`config.mk`:
```
export PLATFORM = sky130hd
export DESIGN_NAME = i2c_master_transaction_queue_top
export DESIGN_NICKNAME = d
export VERILOG_FILES = /design/src/rtl/i2cmtq_pkg.sv /design/src/rtl/i2cmtq_dp.sv /design/src/rtl/i2cmtq_ctrl.sv /design/src/rtl/i2c_master_transaction_queue_top.sv
export SDC_FILE = /design/constraint.sdc
export NUM_CORES = 1
export LEC_CHECK = 0
export ABC_CLOCK_PERIOD_IN_PS = 3600
export BUFFER_PORTS_ARGS = -buffer_cell sky130_fd_sc_hd__buf_4
export CAP_MARGIN = 20
export CORE_ASPECT_RATIO = 1.4
export CORE_MARGIN = 2
export CORE_UTILIZATION = 45
export CTS_BUF_LIST = sky130_fd_sc_hd__clkbuf_2
export CTS_CLUSTER_SIZE = 8
export DETAILED_ROUTE_END_ITERATION = 8
export HOLD_SLACK_MARGIN = 0.03
export PLACE_DENSITY_LB_ADDON = 0.25
export SLEW_MARGIN = 20
export SYNTH_ARGS = -nofsm -noshare
export SYNTH_HDL_FRONTEND = slang
export SYNTH_SLANG_ARGS = --single-unit
```
`constraint.sdc`:
```
create_clock -name clk -period 3.6 [get_ports clk]
set_input_delay 0.18 -clock clk [delete_from_list [all_inputs] [get_ports clk]]
set_output_delay 0.18 -clock clk [all_outputs]
set_load 0.05 [all_outputs]
```
`src/rtl/i2cmtq_pkg.sv`:
```
// ----------------------------------------------------------------------------
// I2C master transaction queue package
// Shared request and result types, state encoding and bus status codes.
// ----------------------------------------------------------------------------
package i2cmtq_pkg;

  // Default storage sizes
  localparam int DEF_QUEUE_DEPTH   = 32;
  localparam int DEF_PAYLOAD_DEPTH = 64;

  // Request kinds
  typedef enum logic [1:0] {
    REQ_QWRITE = 2'd0,
    REQ_QREAD  = 2'd1,
    REQ_PUSH   = 2'd2,
    REQ_EVENT  = 2'd3
  } req_t;

  // Bus engine status codes (low three bits are ignored on compare).
  // Arbitration lost, read address NACK and the no-info code fall into the
  // fault path together with every other unlisted code.
  localparam logic [7:0] ST_START        = 8'h08;
  localparam logic [7:0] ST_RSTART       = 8'h10;
  localparam logic [7:0] ST_MT_SLA_ACK   = 8'h18;
  localparam logic [7:0] ST_MT_SLA_NACK  = 8'h20;
  localparam logic [7:0] ST_MT_DATA_ACK  = 8'h28;
  localparam logic [7:0] ST_MT_DATA_NACK = 8'h30;
  localparam logic [7:0] ST_MR_SLA_ACK   = 8'h40;
  localparam logic [7:0] ST_MR_DATA_ACK  = 8'h50;
  localparam logic [7:0] ST_MR_DATA_NACK = 8'h58;

  // Controller states
  typedef enum logic {
    S_IDLE = 1'b0,
    S_EXEC = 1'b1
  } state_t;

  // Source of the byte loaded into the engine data register
  typedef enum logic [1:0] {
    WSEL_NONE = 2'd0,
    WSEL_ADDR = 2'd1,
    WSEL_PAY  = 2'd2
  } wsel_t;

  // Input request
  typedef struct packed {
    logic [1:0] req_type;
    logic [6:0] dev_addr;
    logic [7:0] byte_count;
    logic [7:0] data_byte;
    logic [7:0] bus_status;
  } in_req_t;

  // Result
  typedef struct packed {
    logic       accepted;
    logic       issue_command;
    logic       cmd_start;
    logic       cmd_stop;
    logic       cmd_ack;
    logic       write_data_valid;
    logic [7:0] write_data;
    logic       read_valid;
    logic [7:0] read_data;
    logic       transaction_done;
    logic       fault;
  } out_res_t;

  // Controller to datapath commands
  typedef struct packed {
    logic  load;
    logic  commit;
    logic  desc_push;
    logic  rem_load;
    logic  pay_push;
    logic  pay_pop;
    logic  rem_dec;
    logic  head_finish;
    logic  accepted;
    logic  issue;
    logic  start;
    logic  stop;
    logic  ack;
    wsel_t wsel;
    logic  rvalid;
    logic  done;
    logic  fault;
  } cmd_t;

  // Datapath to controller status
  typedef struct packed {
    req_t       req;
    logic [4:0] code;
    logic       len_zero;
    logic       desc_empty;
    logic       desc_full;
    logic       desc_last;
    logic       pay_empty;
    logic       pay_full;
    logic       head_rd;
    logic       rem_le1;
    logic       rem_le2;
  } status_t;

endpackage

```
`src/rtl/i2cmtq_dp.sv`:
```
// ----------------------------------------------------------------------------
// I2C master transaction queue datapath
// Request register, descriptor and payload memories, indices, counters and
// the result register. Queue state and the result change only on a commit command.
// ----------------------------------------------------------------------------
module i2cmtq_dp
  import i2cmtq_pkg::*;
#(
  parameter int QUEUE_DEPTH   = DEF_QUEUE_DEPTH,
  parameter int PAYLOAD_DEPTH = DEF_PAYLOAD_DEPTH
) (
  input  logic     clk,
  input  logic     rst_n,
  input  in_req_t  in_data,
  input  cmd_t     cmd,
  output status_t  st,
  output out_res_t out_data
);

  localparam int QW = (QUEUE_DEPTH > 1) ? $clog2(QUEUE_DEPTH) : 1;
  localparam int QC = $clog2(QUEUE_DEPTH + 1);
  localparam int PW = (PAYLOAD_DEPTH > 1) ? $clog2(PAYLOAD_DEPTH) : 1;
  localparam int PC = $clog2(PAYLOAD_DEPTH + 1);

  // Descriptor word: length, read flag, address
  logic [15:0] desc_mem [QUEUE_DEPTH];
  logic [7:0]  pay_mem  [PAYLOAD_DEPTH];

  in_req_t     item_r;
  logic [15:0] dhead_q_r;
  logic [15:0] dnext_q_r;
  logic [7:0]  pay_q_r;
  out_res_t    out_r;

  logic [QW-1:0] head_idx_r, head_idx_nxt;
  logic [QW-1:0] tail_idx_r, tail_idx_nxt;
  logic [QC-1:0] dcnt_r, dcnt_nxt;
  logic [7:0]    rem_r, rem_nxt;
  logic [PW-1:0] prd_idx_r, prd_idx_nxt;
  logic [PW-1:0] pwr_idx_r, pwr_idx_nxt;
  logic [PC-1:0] pcnt_r, pcnt_nxt;
  logic [QW-1:0] head_inc;
  logic [QW-1:0] tail_inc;
  logic [PW-1:0] prd_inc;
  logic [PW-1:0] pwr_inc;
  out_res_t      out_nxt;

  // Wrapping index increments
  assign head_inc = (head_idx_r == QW'(QUEUE_DEPTH - 1)) ? '0 : head_idx_r + 1'b1;
  assign tail_inc = (tail_idx_r == QW'(QUEUE_DEPTH - 1)) ? '0 : tail_idx_r + 1'b1;
  assign prd_inc  = (prd_idx_r == PW'(PAYLOAD_DEPTH - 1)) ? '0 : prd_idx_r + 1'b1;
  assign pwr_inc  = (pwr_idx_r == PW'(PAYLOAD_DEPTH - 1)) ? '0 : pwr_idx_r + 1'b1;

  // Capture the request and read head, next head and payload entries
  always_ff @(posedge clk) begin
    if (cmd.load) begin
      item_r    <= in_data;
      dhead_q_r <= desc_mem[head_idx_r];
      dnext_q_r <= desc_mem[head_inc];
      pay_q_r   <= pay_mem[prd_idx_r];
    end
  end

  // Write the memories on commit
  always_ff @(posedge clk) begin
    if (cmd.commit && cmd.desc_push) begin
      desc_mem[tail_idx_r] <= {item_r.byte_count, item_r.req_type[0],
                               item_r.dev_addr};
    end
    if (cmd.commit && cmd.pay_push) begin
      pay_mem[pwr_idx_r] <= item_r.data_byte;
    end
  end

  // Status toward the controller
  always_comb begin
    st.req        = req_t'(item_r.req_type);
    st.code       = item_r.bus_status[7:3];
    st.len_zero   = (item_r.byte_count == 8'd0);
    st.desc_empty = (dcnt_r == '0);
    st.desc_full  = (dcnt_r == QC'(QUEUE_DEPTH));
    st.desc_last  = (dcnt_r == QC'(1));
    st.pay_empty  = (pcnt_r == '0);
    st.pay_full   = (pcnt_r == PC'(PAYLOAD_DEPTH));
    st.head_rd    = dhead_q_r[7];
    st.rem_le1    = (rem_r <= 8'd1);
    st.rem_le2    = (rem_r <= 8'd2);
  end

  // Next queue and FIFO state
  always_comb begin
    head_idx_nxt = head_idx_r;
    tail_idx_nxt = tail_idx_r;
    dcnt_nxt     = dcnt_r;
    rem_nxt      = rem_r;
    prd_idx_nxt  = prd_idx_r;
    pwr_idx_nxt  = pwr_idx_r;
    pcnt_nxt     = pcnt_r;
    if (cmd.commit) begin
      if (cmd.desc_push) begin
        tail_idx_nxt = tail_inc;
        dcnt_nxt     = dcnt_r + 1'b1;
      end
      if (cmd.head_finish) begin
        head_idx_nxt = head_inc;
        dcnt_nxt     = dcnt_r - 1'b1;
      end
      if (cmd.pay_push) begin
        pwr_idx_nxt = pwr_inc;
        pcnt_nxt    = pcnt_r + 1'b1;
      end
      if (cmd.pay_pop) begin
        prd_idx_nxt = prd_inc;
        pcnt_nxt    = pcnt_r - 1'b1;
      end
      // Reload length on finish, load on first queue, else count down
      if (cmd.head_finish) begin
        rem_nxt = st.desc_last ? 8'd0 : dnext_q_r[15:8];
      end else if (cmd.rem_load) begin
        rem_nxt = item_r.byte_count;
      end else if (cmd.rem_dec && (rem_r != 8'd0)) begin
        rem_nxt = rem_r - 8'd1;
      end
    end
  end

  // Assemble the result
  always_comb begin
    out_nxt                  = '0;
    out_nxt.accepted         = cmd.accepted;
    out_nxt.issue_command    = cmd.issue;
    out_nxt.cmd_start        = cmd.start;
    out_nxt.cmd_stop         = cmd.stop;
    out_nxt.cmd_ack          = cmd.ack;
    out_nxt.read_valid       = cmd.rvalid;
    out_nxt.read_data        = cmd.rvalid ? item_r.data_byte : 8'd0;
    out_nxt.transaction_done = cmd.done;
    out_nxt.fault            = cmd.fault;
    case (cmd.wsel)
      WSEL_ADDR: begin
        out_nxt.write_data_valid = 1'b1;
        out_nxt.write_data       = {dhead_q_r[6:0], dhead_q_r[7]};
      end
      WSEL_PAY: begin
        out_nxt.write_data_valid = 1'b1;
        out_nxt.write_data       = pay_q_r;
      end
      default: begin
        out_nxt.write_data_valid = 1'b0;
        out_nxt.write_data       = 8'd0;
      end
    endcase
  end

  // Hold the result until the next commit
  always_ff @(posedge clk) begin
    if (cmd.commit) begin
      out_r <= out_nxt;
    end
  end

  // Control registers
  always_ff @(posedge clk) begin
    if (!rst_n) begin
      head_idx_r <= '0;
      tail_idx_r <= '0;
      dcnt_r     <= '0;
      rem_r      <= '0;
      prd_idx_r  <= '0;
      pwr_idx_r  <= '0;
      pcnt_r     <= '0;
    end else begin
      head_idx_r <= head_idx_nxt;
      tail_idx_r <= tail_idx_nxt;
      dcnt_r     <= dcnt_nxt;
      rem_r      <= rem_nxt;
      prd_idx_r  <= prd_idx_nxt;
      pwr_idx_r  <= pwr_idx_nxt;
      pcnt_r     <= pcnt_nxt;
    end
  end

  assign out_data = out_r;

  // Occupancy stays within the store sizes
  a_dcnt_range: assert property (@(posedge clk) disable iff (!rst_n)
    dcnt_r <= QC'(QUEUE_DEPTH))
    else $error("descriptor count above depth");

  a_pcnt_range: assert property (@(posedge clk) disable iff (!rst_n)
    pcnt_r <= PC'(PAYLOAD_DEPTH))
    else $error("payload count above depth");

  // Empty queue means head and tail meet
  a_desc_ptrs: assert property (@(posedge clk) disable iff (!rst_n)
    (dcnt_r == '0) |-> (head_idx_r == tail_idx_r))
    else $error("descriptor pointers out of step");

  a_pay_ptrs: assert property (@(posedge clk) disable iff (!rst_n)
    (pcnt_r == '0) |-> (prd_idx_r == pwr_idx_r))
    else $error("payload pointers out of step");

endmodule

```
`src/rtl/i2cmtq_ctrl.sv`:
```
// ----------------------------------------------------------------------------
// I2C master transaction queue controller
// Handshake state machine and decode of each request into datapath commands.
// ----------------------------------------------------------------------------
module i2cmtq_ctrl
  import i2cmtq_pkg::*;
(
  input  logic    clk,
  input  logic    rst_n,
  input  logic    in_valid,
  output logic    in_stall,
  output logic    out_valid,
  input  logic    out_stall,
  input  status_t st,
  output cmd_t    cmd
);

  state_t state_r, state_nxt;
  logic   out_valid_r, out_valid_nxt;
  logic   out_free;

  // Result slot is free when empty or being taken this cycle
  assign out_free = !out_valid_r || !out_stall;

  // Next state
  always_comb begin
    state_nxt = state_r;
    case (state_r)
      S_IDLE: begin
        if (in_valid) begin
          state_nxt = S_EXEC;
        end
      end
      S_EXEC: begin
        if (out_free) begin
          state_nxt = S_IDLE;
        end
      end
      default: state_nxt = S_IDLE;
    endcase
  end

  // Outputs: handshake and command decode
  always_comb begin
    logic do_finish;
    logic do_send;
    cmd       = '0;
    do_finish = 1'b0;
    do_send   = 1'b0;
    in_stall  = 1'b1;
    case (state_r)
      S_IDLE: begin
        in_stall = 1'b0;
        cmd.load = in_valid;
      end
      S_EXEC: begin
        cmd.commit = out_free;
        case (st.req)
          REQ_QWRITE, REQ_QREAD: begin
            if (!st.len_zero && !st.desc_full) begin
              cmd.desc_push = 1'b1;
              cmd.accepted  = 1'b1;
              // First transaction starts the bus at once
              if (st.desc_empty) begin
                cmd.rem_load = 1'b1;
                cmd.issue    = 1'b1;
                cmd.start    = 1'b1;
                cmd.ack      = 1'b1;
              end
            end
          end
          REQ_PUSH: begin
            if (!st.pay_full) begin
              cmd.pay_push = 1'b1;
              cmd.accepted = 1'b1;
            end
          end
          REQ_EVENT: begin
            if (!st.desc_empty) begin
              if (st.code == ST_START[7:3] || st.code == ST_RSTART[7:3]) begin
                cmd.wsel  = WSEL_ADDR;
                cmd.issue = 1'b1;
                cmd.ack   = 1'b1;
              end else if (!st.head_rd) begin
                // Write transaction
                if (st.code == ST_MT_DATA_ACK[7:3] ||
                    st.code == ST_MT_DATA_NACK[7:3]) begin
                  cmd.rem_dec = 1'b1;
                  if (st.rem_le1) begin
                    do_finish = 1'b1;
                  end else begin
                    do_send = 1'b1;
                  end
                end else if (st.code == ST_MT_SLA_ACK[7:3] ||
                             st.code == ST_MT_SLA_NACK[7:3]) begin
                  do_send = 1'b1;
                end else begin
                  cmd.fault = 1'b1;
                end
              end else begin
                // Read transaction
                if (st.code == ST_MR_DATA_ACK[7:3]) begin
                  cmd.rvalid  = 1'b1;
                  cmd.rem_dec = 1'b1;
                  cmd.issue   = 1'b1;
                  cmd.ack     = !st.rem_le2;
                end else if (st.code == ST_MR_SLA_ACK[7:3]) begin
                  cmd.issue = 1'b1;
                  cmd.ack   = !st.rem_le1;
                end else if (st.code == ST_MR_DATA_NACK[7:3]) begin
                  cmd.rvalid = 1'b1;
                  do_finish  = 1'b1;
                end else begin
                  cmd.fault = 1'b1;
                end
              end
            end
          end
          default: ;
        endcase
        // Drop the head: stop, or stop then start when more is queued
        if (do_finish) begin
          cmd.head_finish = 1'b1;
          cmd.done        = 1'b1;
          cmd.issue       = 1'b1;
          cmd.stop        = 1'b1;
          cmd.start       = !st.desc_last;
          cmd.ack         = 1'b1;
        end
        // Send the next payload byte, fault on underrun
        if (do_send) begin
          if (st.pay_empty) begin
            cmd.fault = 1'b1;
          end else begin
            cmd.pay_pop = 1'b1;
            cmd.wsel    = WSEL_PAY;
            cmd.issue   = 1'b1;
            cmd.ack     = 1'b1;
          end
        end
      end
      default: ;
    endcase
  end

  // Result valid: set on commit, clear once taken
  always_comb begin
    out_valid_nxt = out_valid_r;
    if (cmd.commit) begin
      out_valid_nxt = 1'b1;
    end else if (!out_stall) begin
      out_valid_nxt = 1'b0;
    end
  end

  always_ff @(posedge clk) begin
    if (!rst_n) begin
      state_r     <= S_IDLE;
      out_valid_r <= 1'b0;
    end else begin
      state_r     <= state_nxt;
      out_valid_r <= out_valid_nxt;
    end
  end

  assign out_valid = out_valid_r;

  // Never overwrite a result that is still waiting
  a_no_overwrite: assert property (@(posedge clk) disable iff (!rst_n)
    cmd.commit |-> !(out_valid_r && out_stall))
    else $error("result overwritten while stalled");

  // A fault never comes with a command
  a_fault_no_cmd: assert property (@(posedge clk) disable iff (!rst_n)
    (cmd.commit && cmd.fault) |-> !cmd.issue)
    else $error("command issued together with fault");

  // Each commit is followed by a visible result
  a_commit_shows: assert property (@(posedge clk) disable iff (!rst_n)
    cmd.commit |=> out_valid_r)
    else $error("committed result not presented");

endmodule

```
`src/rtl/i2c_master_transaction_queue_top.sv`:
```
// ----------------------------------------------------------------------------
// I2C master transaction queue
// Queues write and read transactions and payload bytes, and turns each bus
// status event into the next engine command.
//
//   Channel  Direction  Ports                              Payload
//   in       input      in_valid, in_stall, in_data        in_req_t
//   out      output     out_valid, out_stall, out_data     out_res_t
//
// Each request is first captured, with the descriptor and payload memories
// read, and is then decoded and its result committed.
// A result is held in an output register; the next request is taken while
// it waits, but its commit waits until the register is free.
// Reset is synchronous, active low, and empties both queues at once.
// ----------------------------------------------------------------------------
module i2c_master_transaction_queue_top
  import i2cmtq_pkg::*;
#(
  parameter int QUEUE_DEPTH   = DEF_QUEUE_DEPTH,
  parameter int PAYLOAD_DEPTH = DEF_PAYLOAD_DEPTH
) (
  input  logic     clk,
  input  logic     rst_n,
  input  logic     in_valid,
  output logic     in_stall,
  input  in_req_t  in_data,
  output logic     out_valid,
  input  logic     out_stall,
  output out_res_t out_data
);

  cmd_t    cmd;
  status_t st;

  // Sequencing and decode
  i2cmtq_ctrl u_ctrl (
    .clk       (clk),
    .rst_n     (rst_n),
    .in_valid  (in_valid),
    .in_stall  (in_stall),
    .out_valid (out_valid),
    .out_stall (out_stall),
    .st        (st),
    .cmd       (cmd)
  );

  // Queues, counters and result register
  i2cmtq_dp #(
    .QUEUE_DEPTH   (QUEUE_DEPTH),
    .PAYLOAD_DEPTH (PAYLOAD_DEPTH)
  ) u_dp (
    .clk      (clk),
    .rst_n    (rst_n),
    .in_data  (in_data),
    .cmd      (cmd),
    .st       (st),
    .out_data (out_data)
  );

endmodule

```
== Yosys cells after proc, flatten, opt, wreduce, memory -nomap -nowiden ==
Memories as Yosys holds them, arrays and structs flattened. A register that Yosys moved wholly into a read port is not among the register bits.
Cells that the tools add are included.

* Register bits after elaboration: 103
* RAM bits: 1024
* Input port bits: 37
* Output and inout bits: 27
* Word-level logic and storage cells: 187
* Memories: 2

{| class="wikitable"
|+ Memory list
! name !! words !! width !! read ports !! clocked after Yosys merged registers in !! write ports !! line !! text
|-
| u_dp.desc_mem || 32 || 16 || 2 || 2 || 1 || i2cmtq_dp.sv:26 || <nowiki>logic [15:0] desc_mem [QUEUE_DEPTH];</nowiki>
|-
| u_dp.pay_mem || 64 || 8 || 1 || 1 || 1 || i2cmtq_dp.sv:27 || <nowiki>logic [7:0] pay_mem [PAYLOAD_DEPTH];</nowiki>
|}

* Add/sub/neg operators: 9
* Magnitude comparators: 2
* Equality and inequality tests: 22
* Muxes and demuxes: 95
* Bitwise gates (word level): 1
* Reductions and logical operators: 31

{| class="wikitable"
|+ Operator list
! kind !! number
|-
| two-way mux 1 bit || 68
|-
| two-way mux 8 bit || 4
|-
| two-way mux 6 bit || 4
|-
| adder 6 x 1 -> 6 bit (second input constant) || 3
|-
| equality test 6 bit (second input constant) || 3
|-
| one-hot mux 9 bit (2 select lines) || 1
|-
| two-way mux 17 bit || 1
|-
| equality test 5 x 3 -> 1 bit (second input constant) || 3
|-
| equality test 5 x 4 -> 1 bit (second input constant) || 3
|-
| two-way mux 7 bit || 2
|-
| AND reduction 2 bit || 7
|-
| two-way mux 3 bit || 4
|-
| adder 5 x 1 -> 5 bit (second input constant) || 2
|-
| equality test 5 x 2 -> 1 bit (second input constant) || 2
|-
| equality test 5 bit (second input constant) || 2
|-
| two-way mux 5 bit || 2
|-
| less-or-equal comparator 8 x 1 -> 1 bit (second input constant) || 1
|-
| less-or-equal comparator 8 x 2 -> 1 bit (second input constant) || 1
|-
| zero test 8 bit || 1
|-
| two-way mux 4 bit || 2
|-
| one-hot mux 1 bit (2 select lines) || 4
|-
| nonzero test 8 bit || 1
|-
| subtractor 8 x 1 -> 8 bit (second input constant) || 1
|-
| adder 7 x 1 -> 7 bit (second input constant) || 1
|-
| 19 further kinds || 37
|}

== Depth between registers and ports, before layout ==
* Depth after elaboration: 17
* Mapped depth: 15
* Mapped depth without buffers: 14

== Cells and area by module ==
Synthesis repeated with hierarchy kept, for this count alone.

* Cell total of the unflattened synthesis: 2229
* Area total of the unflattened synthesis: 45098.3 um2

{| class="wikitable"
|+ By module, submodules not included
! module !! instances !! cells an instance !! area an instance (um2) !! sequential area each (um2)
|-
| i2cmtq_dp || 1 || 2158 || 44635.3 || 33982.6
|-
| i2cmtq_ctrl || 1 || 71 || 462.9 || 40.0
|}

== Worst setup path before layout ==
No wires, ideal clock.

* Kind: register -> register
* Start point: reg u_ctrl.state_r
* End point: mem u_dp.desc_mem[14][0] (enable)
* Library setup time: 0.409 ns
* Data arrival time: 3.559 ns
* Data required time: 3.191 ns
* Slack: -0.369 ns
* Cell stages (with the launch flop): 8
* Buffers on the path: 2
* Clock period less this slack: 3.969 ns
* Cells stage by stage: dfxtp_1 -> clkbuf_1 -> a21bo_2 -> inv_1 -> and3_1 -> clkbuf_1 -> nand2_1 -> nor3_1

{| class="wikitable"
|+ RTL lines
! what !! line !! text
|-
| start, declared || i2cmtq_ctrl.sv:18 || <nowiki>state_t state_r, state_nxt;</nowiki>
|-
| start signal, assigned || i2cmtq_ctrl.sv:161 || <nowiki>state_r <= state_nxt;</nowiki>
|-
| end, declared || i2cmtq_dp.sv:26 ||
|}

== Final worst setup path ==
* Start point: reg u_dp.dhead_q_r[7], read port of u_dp.desc_mem
* End point: reg u_dp.pcnt_r[6]

* Word-level cells in the longest chain between the ends: 9
* Elaborated cells on any way between the ends: 10
* Classes of those cells: 8 x mux; 2 x reduce/logical

{| class="wikitable"
|+ Ends and longest elaborated chain
! what !! line !! text
|-
| start, declared || i2cmtq_dp.sv:30 || <nowiki>logic [15:0] dhead_q_r;</nowiki>
|-
| two-way mux 1 bit * || i2cmtq_ctrl.sv:84 || <nowiki>end else if (!st.head_rd) begin</nowiki>
|-
| two-way mux 1 bit * || i2cmtq_ctrl.sv:80 || <nowiki>if (st.code == ST_START[7:3] || st.code == ST_RSTART[7:3]) begin</nowiki>
|-
| two-way mux 1 bit * || i2cmtq_ctrl.sv:79 || <nowiki>if (!st.desc_empty) begin</nowiki>
|-
| two-way mux 1 bit * || i2cmtq_ctrl.sv:58 || <nowiki>case (st.req)</nowiki>
|-
| two-way mux 1 bit * || i2cmtq_ctrl.sv:51 || <nowiki>case (state_r)</nowiki>
|-
| two-way mux 1 bit * || i2cmtq_ctrl.sv:131 || <nowiki>if (do_send) begin</nowiki>
|-
| two-way mux 17 bit * || i2cmtq_ctrl.sv:51 ||
|-
| nonzero test 2 bit (no line) || n/a ||
|-
| AND reduction 2 bit (no line) || n/a ||
|-
| end signal, assigned || i2cmtq_dp.sv:179 || <nowiki>pcnt_r <= pcnt_nxt;</nowiki>
|-
| end, declared || i2cmtq_dp.sv:41 || <nowiki>logic [PC-1:0] pcnt_r, pcnt_nxt;</nowiki>
|}

Mark *: on every way between the ends. The rest lies on a longest branch, timed or not. The select of a mux whose other input is x is not followed.
A chain may end at the register's enable or synchronous reset.

==> flow_summary.yaml <==
outcome:
  status: "finished, final reports clean"
clocking:
  clockBufferDepth: 4
  clkSinkCount: 1147
  clk_pin_slew_ps: 120
  htreeDepth: 5
  clock_latency_ps: 1570
  cts_made_buffers: 283
  cts_root_buf: "clkbuf_2"
  post_cts_buffers: 0
  cts_tree: "yes"
floorplan:
  fp.dieW_um: 271.2
  initial_core_util_pct: 45.23
  coreArea_sq_um: 99420
  die_area_sq_um: 102500
  fp.dieH_um: 378.0
  num_io_pins: 64
  num_rows: 137
worst_setup_path:
  rrSetupSlack_ps: 160
  reg2regPathDepth: 12
  crit_type: "reg -> reg"
  path_common_cell: "or3_4"
  cp_top_family: "simple AND/OR/NAND/NOR gates"
  worstPathRequired_ps: 5040
  r2r_start: "u_dp.dhead_q_r[7]"
  end_kind: "flip-flop"
  path_buf_inv: 1
  crit_chain: "or3_4, or3_4, a211oi_4, nand2_1, inv_1, ha_1, nor2b_1, o31a_1, o21a_1, o211a_1, or4_1, a21oi_1"
  path_max_fanout: 3
  worstPathArrival_ps: 4880
  r2r-end: "u_dp.pcnt_r[6]"
  slowest_stage: "or3_4"
  max_stage_delay_ps: 430
  start_kind: "flip-flop"
grt:
  track_usage_pct: 20.63
  antenna_found_initial: 3
  grt_pass1_wl_um: 154400
  first_global_vias: 24630
  overflow: 0
  grt_max_degree: 68
hold_path:
  hold_class: "in -> reg"
  holdPathStages: 5
  holdPathEnd: "u_dp.dcnt_r[2]"
  hp-start: "rst_n"
sta:
  final_max_slew_viol_count: 0
  tightest_slew_ps: 1106
  finalCritPeriodShare_pct: 95.49
  fin_tns_setup_ps: 0
  finalCriticalPeriod_ps: 3438
  slew_headroom_pct: 26.30
  fmax_ghz: 0.2909
  rsz0062_at_grt: "false"
  whs_ps: 260.7
  setup_viol: 0
  fin_ws_ps: 162.2
  clock_skew_ps: 155.9
  hold_viol: 0
cells_and_area:
  fin_area_sq_um: 51550
  regArea_sq_um: 34010
  multi_input_area_sq_um: 10500
  syn_to_final_growth_pct: 14.63
  utilization_pct: 51.85
  drive_above_1_share_pct: 35.27
  num-fill-cells: 8081
  layout.nets: 2731
drt:
  finalWirelength_um: 103700
  firstDrtPassIters: 6
  routedWlPerCell_um: 24.88
  drtIter0Drc: 1719
  vias: 22920
  vias_per_cell: 5.497
  drc: 0
  ant_nets: 0
placement:
  place_area_sq_um: 48200
  dpl.hpwl_um: 66110
  pre_cts_ws_ps: 212.3
  portBuffers: 60
  place.gp.congestion: 0.8534
flow_run:
  cap_viol_max_count: 0
yosys:
  syn-mean-instance-area_sq_um: 20.94
  seq_area_frac_synth_pct: 75.59
  synthFlopType: "edfxtp_1"
  synth-async-reset-ratio_pct: 0
  synthesis.nets: 2210
  syn-instance-count: 2148
  yosys_warnings: 0
  synth-seq-cells: 1147
  synth_area_sq_um: 44970
  synth_cell_type_count: 64
  synth_edf_count: 1102
pwr:
  p_per_area_nw_per_um2: 451.7
  ir_drop_uv: 324.2
  leakagePower_uw: 0.01668
## power by group
part | switching [uW] | internal (uW) | leakage (uW)
registers | 72.7 | 14700 | 0.0103
clock network | 4870 | 3140 | 0.00181
logic | 357 | 185 | 0.00455
## sequential cells by signal, indices dropped and copies added (netlist names), 8 cells and up
signal          count
u_dp.rem_r          8
u_dp.dnext_q_r      8
u_dp.out_data      24
u_dp.desc_mem     512
u_dp.dhead_q_r      8
u_dp.item_r        23
u_dp.pay_q_r        8
u_dp.pay_mem      512
## layer usage
layer / vias up / track usage, % / part of all wire [%]
met2: 744 / 37.70 / 55
met3: 158 / 4.566 / 5.0
met4: 2 / 7.858 / 2.7
li1: 10100 / - / -
met5: - / 0 / 0.013
met1: 11920 / 23.56 / 37
## cells by family (layout without fill, tap and decap cells)
logic type / Yosys count / count (layout) / share of synthesized area (%)
adder cells (fa/ha/maj): 25 / 25 / 0.7123
AND/OR/NAND/NOR: 327 / 327 / 3.431
flip-flops: 1147 / 1147 / 75.59
buffers and inverters: 132 / 825 / 1.169
other: 0 / 8 / 0
XOR/XNOR: 21 / 21 / 0.4090
multiplexers: 361 / 361 / 16.63
AO/OA/AOI/OAI: 135 / 135 / 2.059
## worst max path at each step
stage | startpoint | end | slack (ps) | cells past startpoint
after floorplan | u_ctrl.state_r | u_dp.desc_mem[15][0] | 40 | 8
after global placement | u_dp.dhead_q_r[7] | u_dp.pcnt_r[6] | 220 | 12
after detailed placement | u_dp.dhead_q_r[7] | u_dp.pcnt_r[6] | 210 | 12
after CTS | u_dp.dhead_q_r[7] | u_dp.pcnt_r[6] | 160 | 12
after global routing | u_dp.dhead_q_r[7] | u_dp.pcnt_r[6] | 10 | 12
final | u_dp.dhead_q_r[7] | u_dp.pcnt_r[6] | 160 | 12
## repair_timing
item | 4_1_cts | 5_1_grt
endpoints found under the setup margin | 0 | 1
resized for setup | 0 | 1
endpoints found under the hold margin | 916 | 0
hold buffers | 100 | 0
## worst min-delay path: stages
cell	delay, ps
dlygate4sd3_1	580
buf_4	150
dlygate4sd3_1	680
nand2_1	120
mux2i_1	60
## layout make-up
cell class	instances	area share (%)
Inverter	26	0.1893
Tap cell	1320	3.204
Clock inverter	60	0.6044
Antenna cell	8	0.03884
Sequential cell	1147	65.97
Timing Repair Buffer	342	5.777
Multi-Input combinational cell	869	20.36
Clock buffer	397	3.854
## per-stage QoR
step                      total power [uW]  std cells
after floorplan                      15230       2148
after global placement               15460       3601
after detailed placement             15490       3602
after CTS                            23580       4159
after global routing                 24280       4166
final                                23280       4169
## cell usage in the layout, fill, tap and decap left out, drive strengths merged, types with 5 or more instances in the layout
cell type,count
dfxtp,45
xor2,10
mux2,9
and2,14
and3,12
nand2b,10
nand2,67
o211ai,9
clkbuf,397
mux2i,44
nor3,10
dlygate4sd3,100
clkinv,51
a22oi,22
nor2,142
a311oi,10
nor4,6
nand4,6
buf,242
diode,8
or3,7
xnor2,11
nand3,23
ha,24
mux4,308
a21oi,41
nor2b,10
edfxtp,1102
or4,7
inv,32
o21ai,21
a221oi,5
## synthesized netlist by cell type (all sizes together), types with 3 or more instances
master | n | area (sq um)
a211oi | 4 | 42.54
a21oi | 41 | 216.5
a221oi | 5 | 43.79
a22oi | 22 | 165.2
a311oi | 10 | 93.84
a31oi | 4 | 25.02
and2 | 14 | 87.58
and3 | 12 | 75.07
buf | 43 | 190.2
clkbuf | 63 | 237.7
dfxtp | 45 | 900.9
edfxtp | 1102 | 33090
ha | 24 | 300.3
inv | 26 | 97.59
mux2 | 9 | 101.4
mux2i | 44 | 440.4
mux4 | 308 | 6937
nand2 | 67 | 254.0
nand2b | 10 | 62.56
nand3 | 23 | 115.1
nand3b | 4 | 30.03
nand4 | 6 | 37.54
nor2 | 142 | 535.5
nor2b | 10 | 62.56
nor3 | 10 | 55.05
nor4 | 6 | 43.79
o211ai | 9 | 67.56
o21ai | 21 | 105.1
o22ai | 3 | 18.77
o31ai | 3 | 36.28
or3 | 7 | 53.80
or4 | 7 | 52.55
xnor2 | 11 | 96.34
xor2 | 10 | 87.58
Note: power is estimated with default switching activity, not from simulation.
